### src/hdl/urvld_pkg.sv
// Shared types and constants of the unary-run VLC level decoder.
package urvld_pkg;

   localparam int COEFFS_PER_BLOCK = 63;
   localparam int SIZE_CLASSES     = 12;
   localparam int RUN_LIMIT        = 63;

   localparam logic [11:0] BPF_RESET = 12'd864;

   // size code tree nodes; nodes 4 and up count a chain of leading ones
   localparam logic [3:0] NODE_ROOT     = 4'd0;
   localparam logic [3:0] NODE_ZERO     = 4'd1;
   localparam logic [3:0] NODE_ONE      = 4'd2;
   localparam logic [3:0] NODE_ONE_ZERO = 4'd3;
   localparam logic [3:0] NODE_ONES_MAX = 4'd11;

   typedef enum logic [1:0] {
      PH_RUN,
      PH_PREFIX,
      PH_AMP
   } phase_type;

   typedef enum logic [2:0] {
      KIND_COEFF    = 3'd0,
      KIND_EOB      = 3'd1,
      KIND_POS_OVF  = 3'd2,
      KIND_RUN_LONG = 3'd3,
      KIND_TRUNC    = 3'd4
   } kind_type;

   typedef struct packed {
      phase_type   phase;
      logic [6:0]  run_count;
      logic [3:0]  prefix_node;
      logic [3:0]  size_class;
      logic [10:0] amp_acc;
      logic [3:0]  amp_left;
      logic [5:0]  position;
      logic [11:0] block_counter;
      logic        finished;
   } state_type;

   typedef struct packed {
      kind_type           kind;
      logic signed [11:0] level;
      logic [5:0]         coeff_position;
      logic [5:0]         run_length;
      logic [11:0]        block_number;
      logic               block_last;
      logic               stream_done;
   } result_type;

endpackage

### src/hdl/urvld_req_if.sv
// Input channel: one stream bit per item.
interface urvld_req_if;
   logic valid;
   logic ready;
   logic in_bit;
   logic in_last;

   modport source (output valid, output in_bit, output in_last, input ready);
   modport sink (input valid, input in_bit, input in_last, output ready);
endinterface

### src/hdl/urvld_rsp_if.sv
// Result channel: one decoded event per item.
interface urvld_rsp_if;
   logic               valid;
   logic               ready;
   logic [2:0]         kind;
   logic signed [11:0] level;
   logic [5:0]         coeff_position;
   logic [5:0]         run_length;
   logic [11:0]        block_number;
   logic               block_last;
   logic               stream_done;

   modport source (output valid, output kind, output level, output coeff_position,
                   output run_length, output block_number, output block_last,
                   output stream_done, input ready);
   modport sink (input valid, input kind, input level, input coeff_position,
                 input run_length, input block_number, input block_last,
                 input stream_done, output ready);
endinterface

### src/hdl/urvld_csr_if.sv
// Configuration write channel for the blocks-per-frame register.
interface urvld_csr_if;
   logic        valid;
   logic        ready;
   logic [11:0] blocks_per_frame;

   modport source (output valid, output blocks_per_frame, input ready);
   modport sink (input valid, input blocks_per_frame, output ready);
endinterface

### src/hdl/urvld_step.sv
// Next-state and result logic for one stream bit.
module urvld_step
   import urvld_pkg::*;
(
   input  state_type   st,
   input  logic        in_bit,
   input  logic        in_last,
   input  logic [11:0] blocks_per_frame,
   output state_type   nxt,
   output result_type  res,
   output logic        has_result
);

   logic        ev;
   kind_type    kind;
   logic        closes;
   logic [11:0] lvl;
   logic [5:0]  cpos;
   logic        size_hit;
   logic [3:0]  size_val;
   logic [10:0] acc;
   logic [3:0]  left;
   logic [3:0]  sz;
   logic [6:0]  p;
   logic [6:0]  pos1;
   logic [11:0] bc1;

   always_comb begin
      nxt      = st;
      ev       = 1'b0;
      kind     = KIND_COEFF;
      closes   = 1'b0;
      lvl      = '0;
      cpos     = '0;
      size_hit = 1'b0;
      size_val = '0;
      acc      = '0;
      left     = '0;
      sz       = 4'd1;
      p        = '0;
      pos1     = '0;
      bc1      = st.block_counter + 12'd1;

      if (!st.finished) begin
         case (st.phase)
            PH_RUN: begin
               if (in_bit) begin
                  nxt.run_count = st.run_count + 7'd1;
                  if (nxt.run_count > 7'(RUN_LIMIT)) begin
                     ev     = 1'b1;
                     kind   = KIND_RUN_LONG;
                     closes = 1'b1;
                  end
               end else begin
                  nxt.phase       = PH_PREFIX;
                  nxt.prefix_node = NODE_ROOT;
               end
            end
            PH_PREFIX: begin
               case (st.prefix_node)
                  NODE_ROOT: nxt.prefix_node = in_bit ? NODE_ONE : NODE_ZERO;
                  NODE_ZERO: begin
                     size_hit = 1'b1;
                     size_val = in_bit ? 4'd2 : 4'd1;
                  end
                  NODE_ONE: nxt.prefix_node = in_bit ? 4'd4 : NODE_ONE_ZERO;
                  NODE_ONE_ZERO: begin
                     if (in_bit) begin
                        size_hit = 1'b1;
                        size_val = 4'd3;
                     end else begin
                        // size zero: end of block
                        ev     = 1'b1;
                        kind   = KIND_EOB;
                        closes = 1'b1;
                     end
                  end
                  default: begin
                     if (st.prefix_node > NODE_ONES_MAX) begin
                        ev     = 1'b1;
                        kind   = KIND_EOB;
                        closes = 1'b1;
                     end else if (!in_bit) begin
                        size_hit = 1'b1;
                        size_val = st.prefix_node;
                     end else if (st.prefix_node == NODE_ONES_MAX) begin
                        // ten ones: invalid code, closes as end of block
                        ev     = 1'b1;
                        kind   = KIND_EOB;
                        closes = 1'b1;
                     end else begin
                        nxt.prefix_node = st.prefix_node + 4'd1;
                     end
                  end
               endcase
               if (size_hit) begin
                  if (size_val >= 4'(SIZE_CLASSES)) begin
                     ev     = 1'b1;
                     kind   = KIND_EOB;
                     closes = 1'b1;
                  end else begin
                     nxt.size_class = size_val;
                     nxt.amp_left   = size_val;
                     nxt.amp_acc    = '0;
                     nxt.phase      = PH_AMP;
                  end
               end
            end
            PH_AMP: begin
               acc          = {st.amp_acc[9:0], in_bit};
               left         = st.amp_left - ((st.amp_left != 4'd0) ? 4'd1 : 4'd0);
               nxt.amp_acc  = acc;
               nxt.amp_left = left;
               if (left == 4'd0) begin
                  sz = st.size_class;
                  if (sz < 4'd1)  sz = 4'd1;
                  if (sz > 4'd11) sz = 4'd11;
                  // JPEG sign extension: small values stand for negatives
                  if (acc < (11'd1 << (sz - 4'd1)))
                     lvl = {1'b0, acc} - (12'd1 << sz) + 12'd1;
                  else
                     lvl = {1'b0, acc};
                  p = {1'b0, st.position} + st.run_count;
                  ev = 1'b1;
                  if (p >= 7'(COEFFS_PER_BLOCK)) begin
                     kind   = KIND_POS_OVF;
                     closes = 1'b1;
                     lvl    = '0;
                  end else begin
                     kind         = KIND_COEFF;
                     cpos         = p[5:0];
                     pos1         = p + 7'd1;
                     nxt.position = pos1[5:0];
                     closes       = (pos1 >= 7'(COEFFS_PER_BLOCK));
                  end
               end
            end
            default: nxt = st;
         endcase

         if (!ev && in_last) begin
            ev     = 1'b1;
            kind   = KIND_TRUNC;
            closes = 1'b1;
         end
      end

      res.kind           = kind;
      res.level          = lvl;
      res.coeff_position = cpos;
      res.run_length     = (nxt.run_count > 7'd63) ? 6'd63 : nxt.run_count[5:0];
      res.block_number   = st.block_counter;
      res.block_last     = closes;
      res.stream_done    = 1'b0;

      if (ev) begin
         if (closes) begin
            nxt.position      = '0;
            nxt.block_counter = bc1;
            if (bc1 == blocks_per_frame) nxt.finished = 1'b1;
         end
         if (in_last) nxt.finished = 1'b1;
         nxt.phase       = PH_RUN;
         nxt.run_count   = '0;
         nxt.prefix_node = NODE_ROOT;
         nxt.size_class  = '0;
         nxt.amp_acc     = '0;
         nxt.amp_left    = '0;
      end
      res.stream_done = nxt.finished;
      has_result      = ev;
   end

endmodule

### src/hdl/unary_run_vlc_level_decoder.sv
// Top level of the unary-run VLC level decoder.
//
//  channel | direction | carries
//  --------+-----------+------------------------------------------------------
//  req     | in        | in_bit, in_last: one stream bit per item
//  rsp     | out       | kind, level, coeff_position, run_length, block_number,
//          |           | block_last, stream_done: zero or one item per bit
//  csr     | in        | blocks_per_frame write, always ready
//
// One bit per cycle sustained while rsp is not stalled; a bit's result is presented on rsp
// after the bit passes the input register and is decoded into the result register.
// Decode state updates once per decoded bit, so bits never wait on each other.
// A stalled rsp holds its item; the one-entry input register takes one more bit,
// then req.ready drops until rsp is taken.
// Synchronous reset clears the decode state and sets blocks_per_frame to 864.
module unary_run_vlc_level_decoder
   import urvld_pkg::*;
(
   input logic         clock,
   input logic         reset,
   urvld_req_if.sink   req,
   urvld_rsp_if.source rsp,
   urvld_csr_if.sink   csr
);

   state_type   state_ff;
   state_type   state_in;
   result_type  rsp_ff;
   result_type  rsp_in;
   logic        has_result;
   logic        in_valid_ff;
   logic        in_bit_ff;
   logic        in_last_ff;
   logic        rsp_valid_ff;
   logic [11:0] bpf_ff;
   logic        go;

   assign go        = in_valid_ff && (!rsp_valid_ff || rsp.ready);
   assign req.ready = !in_valid_ff || go;
   assign csr.ready = 1'b1;

   urvld_step u_step (
      .st               (state_ff),
      .in_bit           (in_bit_ff),
      .in_last          (in_last_ff),
      .blocks_per_frame (bpf_ff),
      .nxt              (state_in),
      .res              (rsp_in),
      .has_result       (has_result)
   );

   always_ff @(posedge clock) begin
      if (reset) begin
         in_valid_ff  <= 1'b0;
         rsp_valid_ff <= 1'b0;
         bpf_ff       <= BPF_RESET;
         state_ff     <= '{phase: PH_RUN, prefix_node: NODE_ROOT, default: '0};
      end else begin
         if (req.valid && req.ready)
            in_valid_ff <= 1'b1;
         else if (go)
            in_valid_ff <= 1'b0;
         if (go) begin
            state_ff     <= state_in;
            rsp_valid_ff <= has_result;
         end else if (rsp.ready) begin
            rsp_valid_ff <= 1'b0;
         end
         if (csr.valid)
            bpf_ff <= csr.blocks_per_frame;
      end
   end

   always_ff @(posedge clock) begin
      if (req.valid && req.ready) begin
         in_bit_ff  <= req.in_bit;
         in_last_ff <= req.in_last;
      end
      if (go && has_result)
         rsp_ff <= rsp_in;
   end

   assign rsp.valid          = rsp_valid_ff;
   assign rsp.kind           = rsp_ff.kind;
   assign rsp.level          = rsp_ff.level;
   assign rsp.coeff_position = rsp_ff.coeff_position;
   assign rsp.run_length     = rsp_ff.run_length;
   assign rsp.block_number   = rsp_ff.block_number;
   assign rsp.block_last     = rsp_ff.block_last;
   assign rsp.stream_done    = rsp_ff.stream_done;

`ifndef SYNTH
   a_finished_sticks: assert property (@(posedge clock) disable iff (reset)
      state_ff.finished |=> state_ff.finished)
      else $error("finished flag dropped without reset");

   a_no_item_after_done: assert property (@(posedge clock) disable iff (reset)
      (go && state_ff.finished) |=> !rsp_valid_ff)
      else $error("item produced after stream finished");

   a_position_range: assert property (@(posedge clock) disable iff (reset)
      state_ff.position < 6'(COEFFS_PER_BLOCK))
      else $error("position left the block");

   a_noncoeff_zero: assert property (@(posedge clock) disable iff (reset)
      (rsp_valid_ff && rsp_ff.kind != KIND_COEFF)
         |-> (rsp_ff.level == 12'sd0 && rsp_ff.coeff_position == 6'd0
              && rsp_ff.block_last))
      else $error("non-coefficient item carries level or position");

   a_run_long_len: assert property (@(posedge clock) disable iff (reset)
      (rsp_valid_ff && rsp_ff.kind == KIND_RUN_LONG) |-> rsp_ff.run_length == 6'd63)
      else $error("run-too-long item without saturated run");
`endif

endmodule
### src/flat_wrapper.sv
// flat-port wrapper written by rule: the top's interface ports become plain ports
module unary_run_vlc_level_decoder_flat import urvld_pkg::*;
  (clock, reset, req_valid, req_in_bit, req_in_last, req_ready, rsp_valid, rsp_kind, rsp_level, rsp_coeff_position, rsp_run_length, rsp_block_number, rsp_block_last, rsp_stream_done, rsp_ready, csr_valid, csr_blocks_per_frame, csr_ready);
  urvld_req_if req_i ();
  urvld_rsp_if rsp_i ();
  urvld_csr_if csr_i ();
  input logic clock;
  input logic reset;
  input wire logic [$bits(req_i.valid)-1:0] req_valid;
  input wire logic [$bits(req_i.in_bit)-1:0] req_in_bit;
  input wire logic [$bits(req_i.in_last)-1:0] req_in_last;
  output wire logic [$bits(req_i.ready)-1:0] req_ready;
  output wire logic [$bits(rsp_i.valid)-1:0] rsp_valid;
  output wire logic [$bits(rsp_i.kind)-1:0] rsp_kind;
  output wire logic [$bits(rsp_i.level)-1:0] rsp_level;
  output wire logic [$bits(rsp_i.coeff_position)-1:0] rsp_coeff_position;
  output wire logic [$bits(rsp_i.run_length)-1:0] rsp_run_length;
  output wire logic [$bits(rsp_i.block_number)-1:0] rsp_block_number;
  output wire logic [$bits(rsp_i.block_last)-1:0] rsp_block_last;
  output wire logic [$bits(rsp_i.stream_done)-1:0] rsp_stream_done;
  input wire logic [$bits(rsp_i.ready)-1:0] rsp_ready;
  input wire logic [$bits(csr_i.valid)-1:0] csr_valid;
  input wire logic [$bits(csr_i.blocks_per_frame)-1:0] csr_blocks_per_frame;
  output wire logic [$bits(csr_i.ready)-1:0] csr_ready;
  assign req_i.valid = req_valid;
  assign req_i.in_bit = req_in_bit;
  assign req_i.in_last = req_in_last;
  assign req_ready = req_i.ready;
  assign rsp_valid = rsp_i.valid;
  assign rsp_kind = rsp_i.kind;
  assign rsp_level = rsp_i.level;
  assign rsp_coeff_position = rsp_i.coeff_position;
  assign rsp_run_length = rsp_i.run_length;
  assign rsp_block_number = rsp_i.block_number;
  assign rsp_block_last = rsp_i.block_last;
  assign rsp_stream_done = rsp_i.stream_done;
  assign rsp_i.ready = rsp_ready;
  assign csr_i.valid = csr_valid;
  assign csr_i.blocks_per_frame = csr_blocks_per_frame;
  assign csr_ready = csr_i.ready;
  unary_run_vlc_level_decoder u_core (.clock(clock), .reset(reset), .req(req_i), .rsp(rsp_i), .csr(csr_i));
endmodule
### config.mk
export PLATFORM = sky130hd
export DESIGN_NAME = unary_run_vlc_level_decoder_flat
export DESIGN_NICKNAME = d
export VERILOG_FILES = /design/src/hdl/urvld_pkg.sv /design/src/hdl/urvld_req_if.sv /design/src/hdl/urvld_rsp_if.sv /design/src/hdl/urvld_csr_if.sv /design/src/hdl/urvld_step.sv /design/src/hdl/unary_run_vlc_level_decoder.sv /design/src/flat_wrapper.sv
export SDC_FILE = /design/constraint.sdc
export NUM_CORES = 1
export LEC_CHECK = 0
export ABC_AREA = 1
export BUFFER_PORTS_ARGS = -buffer_cell sky130_fd_sc_hd__buf_2
export CAP_MARGIN = 20
export CORE_MARGIN = 4
export CORE_UTILIZATION = 40
export CTS_BUF_LIST = sky130_fd_sc_hd__clkbuf_16
export DETAILED_ROUTE_END_ITERATION = 16
export PLACE_DENSITY_LB_ADDON = 0.1
export REMOVE_ABC_BUFFERS = 1
export SYNTH_ARGS = -nofsm -noshare
export SYNTH_HDL_FRONTEND = slang
export SYNTH_SLANG_ARGS = --single-unit
### constraint.sdc
create_clock -name clock -period 8.6 [get_ports clock]
set_input_delay 0.86 -clock clock [delete_from_list [all_inputs] [get_ports clock]]
set_output_delay 0.86 -clock clock [all_outputs]
set_load 0.05 [all_outputs]
==> impl_metrics.csv <==
group,metric,value,unit
worst_hold_path,timing.hold.worst_path_depth,0,
placement,finalWeightedCongestion,0.879,
finish,count_of_inserted_antenna_diode_cells,0,
pwr,power.clock.fraction,29.9,%
clocking,post_cts_resize_count,0,
clocking,worstSkewPairLatency,0.36,ns
timing,setup-violations-final,0,
synthesis,synth_area_leader_cell,"edfxtp_1",
synthesis,ranking_of_synthesized_cells_by_area,"edfxtp_1, dfxtp_1, nand2_1",
routing,wl_per_cell,13.2,µm
worst_hold_path,hold_path_class,"flip-flop to flip-flop",
routing,first_iter_violations,321,
clocking,cts-hold-fix-buffers,0,
clocking,cts_buffers,9,
synthesis,mappedNetlistArea,6970,µm²
clocking,clk_transition_reported_paths,0.08,ns
routing,antenna_violating_nets_post_route,0,
pwr,ir_drop,0.102,mV
timing,fin_worst_hold_slack,0.470,ns
job,drv.max_cap_violation_count,0,
floorplanning,std_cell_rows,48,
global_route,first_pass_grt_wire_length,27100,µm
floorplanning,initial_core_util,40.6,%
run_status,status,"finished, final reports clean",
critical_path,ff2ff_path_depth,12,
worst_hold_path,hold_path_startpoint,"u_core.state_ff[7]$_SDFFE_PP0P_",
pwr,internal_power_consumption,864,µW
worst_hold_path,worst_hold_path_ep,"u_core.rsp.block_number[6]$_DFFE_PP_",
finish,layout-drive-gt1-share,13.4,%
timing,hold_violations,0,
pwr,power.combinational.fraction,26.2,%
timing,setup_repair_after_global_routing_missed_its_margin,"no",
global_route,antenna_violations_before_repair,0,
synthesis,ys_seq_area_share,36.9,%
clocking,max-clock-path-buffers,2,
pwr,power.density_cell_area,172,nW/µm²
synthesis,netlist-cell-type-count,43,
floorplanning,ios,63,
global_route,grt_pass1_vias,5527,
critical_path,worst_r2r_startpoint,"u_core.state_ff[42]$_SDFFE_PP0P_",
floorplanning,placeableCoreArea,17200,µm²
critical_path,crit_path_max_fanout,20,
timing,final.setup.tns,0,ns
pwr,power.switching_fraction,34.6,%
clocking,tritoncts,"built",
timing,worst-slew-pin-transition,0.933,ns
synthesis,synth_edf_count,43,
critical_path,cp_data_arrival_time,3.78,ns
timing,layout_worst_path_cycle_share,41.6,%
synthesis,synth-main-ff-cell,"dfxtp_1",
placement,place.port_buffers,61,
synthesis,ys_async_sr_fraction,0,%
global_route,grt_usage,16.8,%
clocking,clock-sinks,107,
routing,drt_drc,0,
pwr,p_sw,457,µW
synthesis,number_of_synthesized_register_bits,107,
finish,nFillCells,1835,
timing,timing.slew.headroom,37.7,%
synthesis,synth_top_cell_area_share,18.5,%
clocking,cts_root_buffer,"clkbuf_16",
floorplanning,floorplan.die_area,19600,µm²
timing,post-route-min-period,3.58,ns
synthesis,synth.avg_cell_area,7.29,µm²
routing,drt_pre_antenna_iters,5,
timing,clock.fmax,0.280,GHz
synthesis,post_synth_inst_count,956,
clocking,cts_htree_levels,3,
timing,report.final.slew_viol_count,0,
pwr,power.leakage,0.00355,µW
clocking,cts.repair_timing.setup_buffer_count,0,
floorplanning,die_h,140,µm
critical_path,worst_setup_path_class,"flip-flop to flip-flop",
pwr,seq_power_share,43.9,%
critical_path,required,8.81,ns
critical_path,internal_reg_to_reg_setup_slack,5.02,ns
global_route,global_route.overflow_total,0,
global_route,grt_start_max_net_pins,45,
critical_path,worstSetupStartpointType,"flip-flop",
floorplanning,chipWidth,140,µm
synthesis,yosys_warnings,0,
placement,dp_hpwl,12200,µm
critical_path,end_kind,"flip-flop",
routing,totalWireLength,16300,µm
finish,synth_to_final_area_change,10.5,%
finish,fin_nets,1079,
routing,route.detailed.vias_per_inst,4.91,
routing,num_vias,6068,
critical_path,critical_path.reg2reg.endpoint,"u_core.rsp.level[5]$_SDFFCE_PP0P_",
timing,worst_clock_skew,0.0124,ns
## worst max-delay path by stage
stage,start,endpoint,slack [ns],cells past startpoint
after detailed placement,u_core.state_ff[37]$_SDFFE_PP0P_,u_core.rsp.level[11]$_SDFFCE_PP0P_,5.03,20
after global routing,u_core.state_ff[42]$_SDFFE_PP0P_,u_core.rsp.level[5]$_SDFFCE_PP0P_,4.52,12
after CTS,u_core.state_ff[37]$_SDFFE_PP0P_,u_core.rsp.level[11]$_SDFFCE_PP0P_,5.01,20
after floorplan,u_core.state_ff[37]$_SDFFE_PP0P_,u_core.rsp.level[11]$_SDFFCE_PP0P_,5.50,20
final,u_core.state_ff[42]$_SDFFE_PP0P_,u_core.rsp.level[5]$_SDFFCE_PP0P_,5.02,12
after global placement,u_core.state_ff[42]$_SDFFE_PP0P_,u_core.rsp.level[5]$_SDFFCE_PP0P_,5.14,12
## synthesized netlist by cell type, types with 2 or more instances
cell and instances:
nand2_1 247, nor2_1 120, inv_1 95, nand3_1 78
dfxtp_1 64, a21oi_1 53, ha_1 52, edfxtp_1 43
o21ai_0 40, nand2_2 18, nand4_1 18, nor2_2 16
xor2_1 16, clkbuf_1 10, buf_2 9, nor3_1 8
inv_2 7, o21ai_1 6, o211ai_1 5, xnor2_1 5
a211oi_1 4, nand2_4 4, or2_2 4, a31oi_1 3
clkinv_1 3, nand2_8 3, nand3b_1 3, o21bai_1 3
a21oi_2 2, buf_6 2, fa_1 2, o221ai_1 2
## metal layers
layer / global-route usage, % / up-vias / routed length [µm]
li1: - / 3230 / -
met1: 24.0 / 2720 / 8260
met2: 26.3 / 93 / 7170
met5: 0 / - / 0
met4: 6.02 / 0 / 329
met3: 2.08 / 25 / 540
## cell usage in the layout (no fill, tap or decap), types with 8 or more instances in the layout
cell type,synthesis,final
xor2_1,16,16
edfxtp_1,43,43
nor2_2,16,16
inv_1,95,95
dfxtp_1,64,64
a21oi_1,53,53
nor3_1,8,8
o21ai_0,40,40
inv_2,7,9
ha_1,52,52
buf_2,9,61
clkbuf_16,0,9
nor2_1,120,120
nand2_2,18,18
nand3_1,78,78
nand2_1,247,247
nand4_1,18,18
## power by group through the flow
| stage | Sequential, µW | Clock (µW) | Combinational, µW |
|---|---|---|---|
| after floorplan | 609 | 0 | 248 |
| after global placement | 593 | 0 | 347 |
| after detailed placement | 593 | 0 | 348 |
| after CTS | 581 | 409 | 350 |
| after global routing | 585 | 428 | 400 |
| final | 580 | 395 | 346 |
## state kept, by name (all words and copies together) (netlist names), 3 cells and up
register / count
u_core.state_ff: 50
u_core.bpf_ff: 12
u_core.rsp.block_number: 12
u_core.rsp.level: 12
u_core.rsp.coeff_position: 6
u_core.rsp.run_length: 6
u_core.rsp.kind: 3
## per-stage QoR
step	area, µm²	util (%)	power [µW]	std cells	worst slack (ns)
global placement	7430	43.3	940	1220	5.14
detailed placement	7430	43.3	940	1220	5.03
CTS	7700	44.8	1340	1236	5.01
global route	7700	44.8	1410	1236	4.52
finish	7700	44.8	1320	1236	5.02
floorplan	6840	-	857	933	5.50
## worst max-delay path: stages, from the launching register on
cell	delay (ns)
dfxtp_1	0.44
ha_1	0.25
fa_1	0.48
ha_1	0.24
nand3_1	0.13
inv_1	0.07
nand3_1	0.10
nor2_1	0.06
o21ai_1	0.15
nand4_1	0.61
inv_1	0.55
o21ai_0	0.18
a31oi_1	0.17
## layout make-up
class / instances / area [µm²] / share of cell area [%]
multi-input cells: 720 / 3860 / 50.2
flip-flops and latches: 107 / 2570 / 33.4
inverters: 106 / 403 / 5.23
repair buffers: 62 / 313 / 4.06
clock inverters: 7 / 42.5 / 0.552
well taps: 225 / 282 / 3.66
clock buffers: 9 / 225 / 2.92
## cells by family after synthesis
| family | Yosys count | share of synthesized area, % |
|---|---|---|
| AOI/OAI and AO/OA | 122 | 9.66 |
| xor gates and xnor gates | 21 | 2.64 |
| adders and majority gates | 54 | 9.91 |
| buffers and inverters | 130 | 7.74 |
| DFF | 107 | 36.9 |
| other | 1 | 0.0538 |
| and+or+nand+nor | 521 | 33.1 |
(Power assumes the default switching activity.)
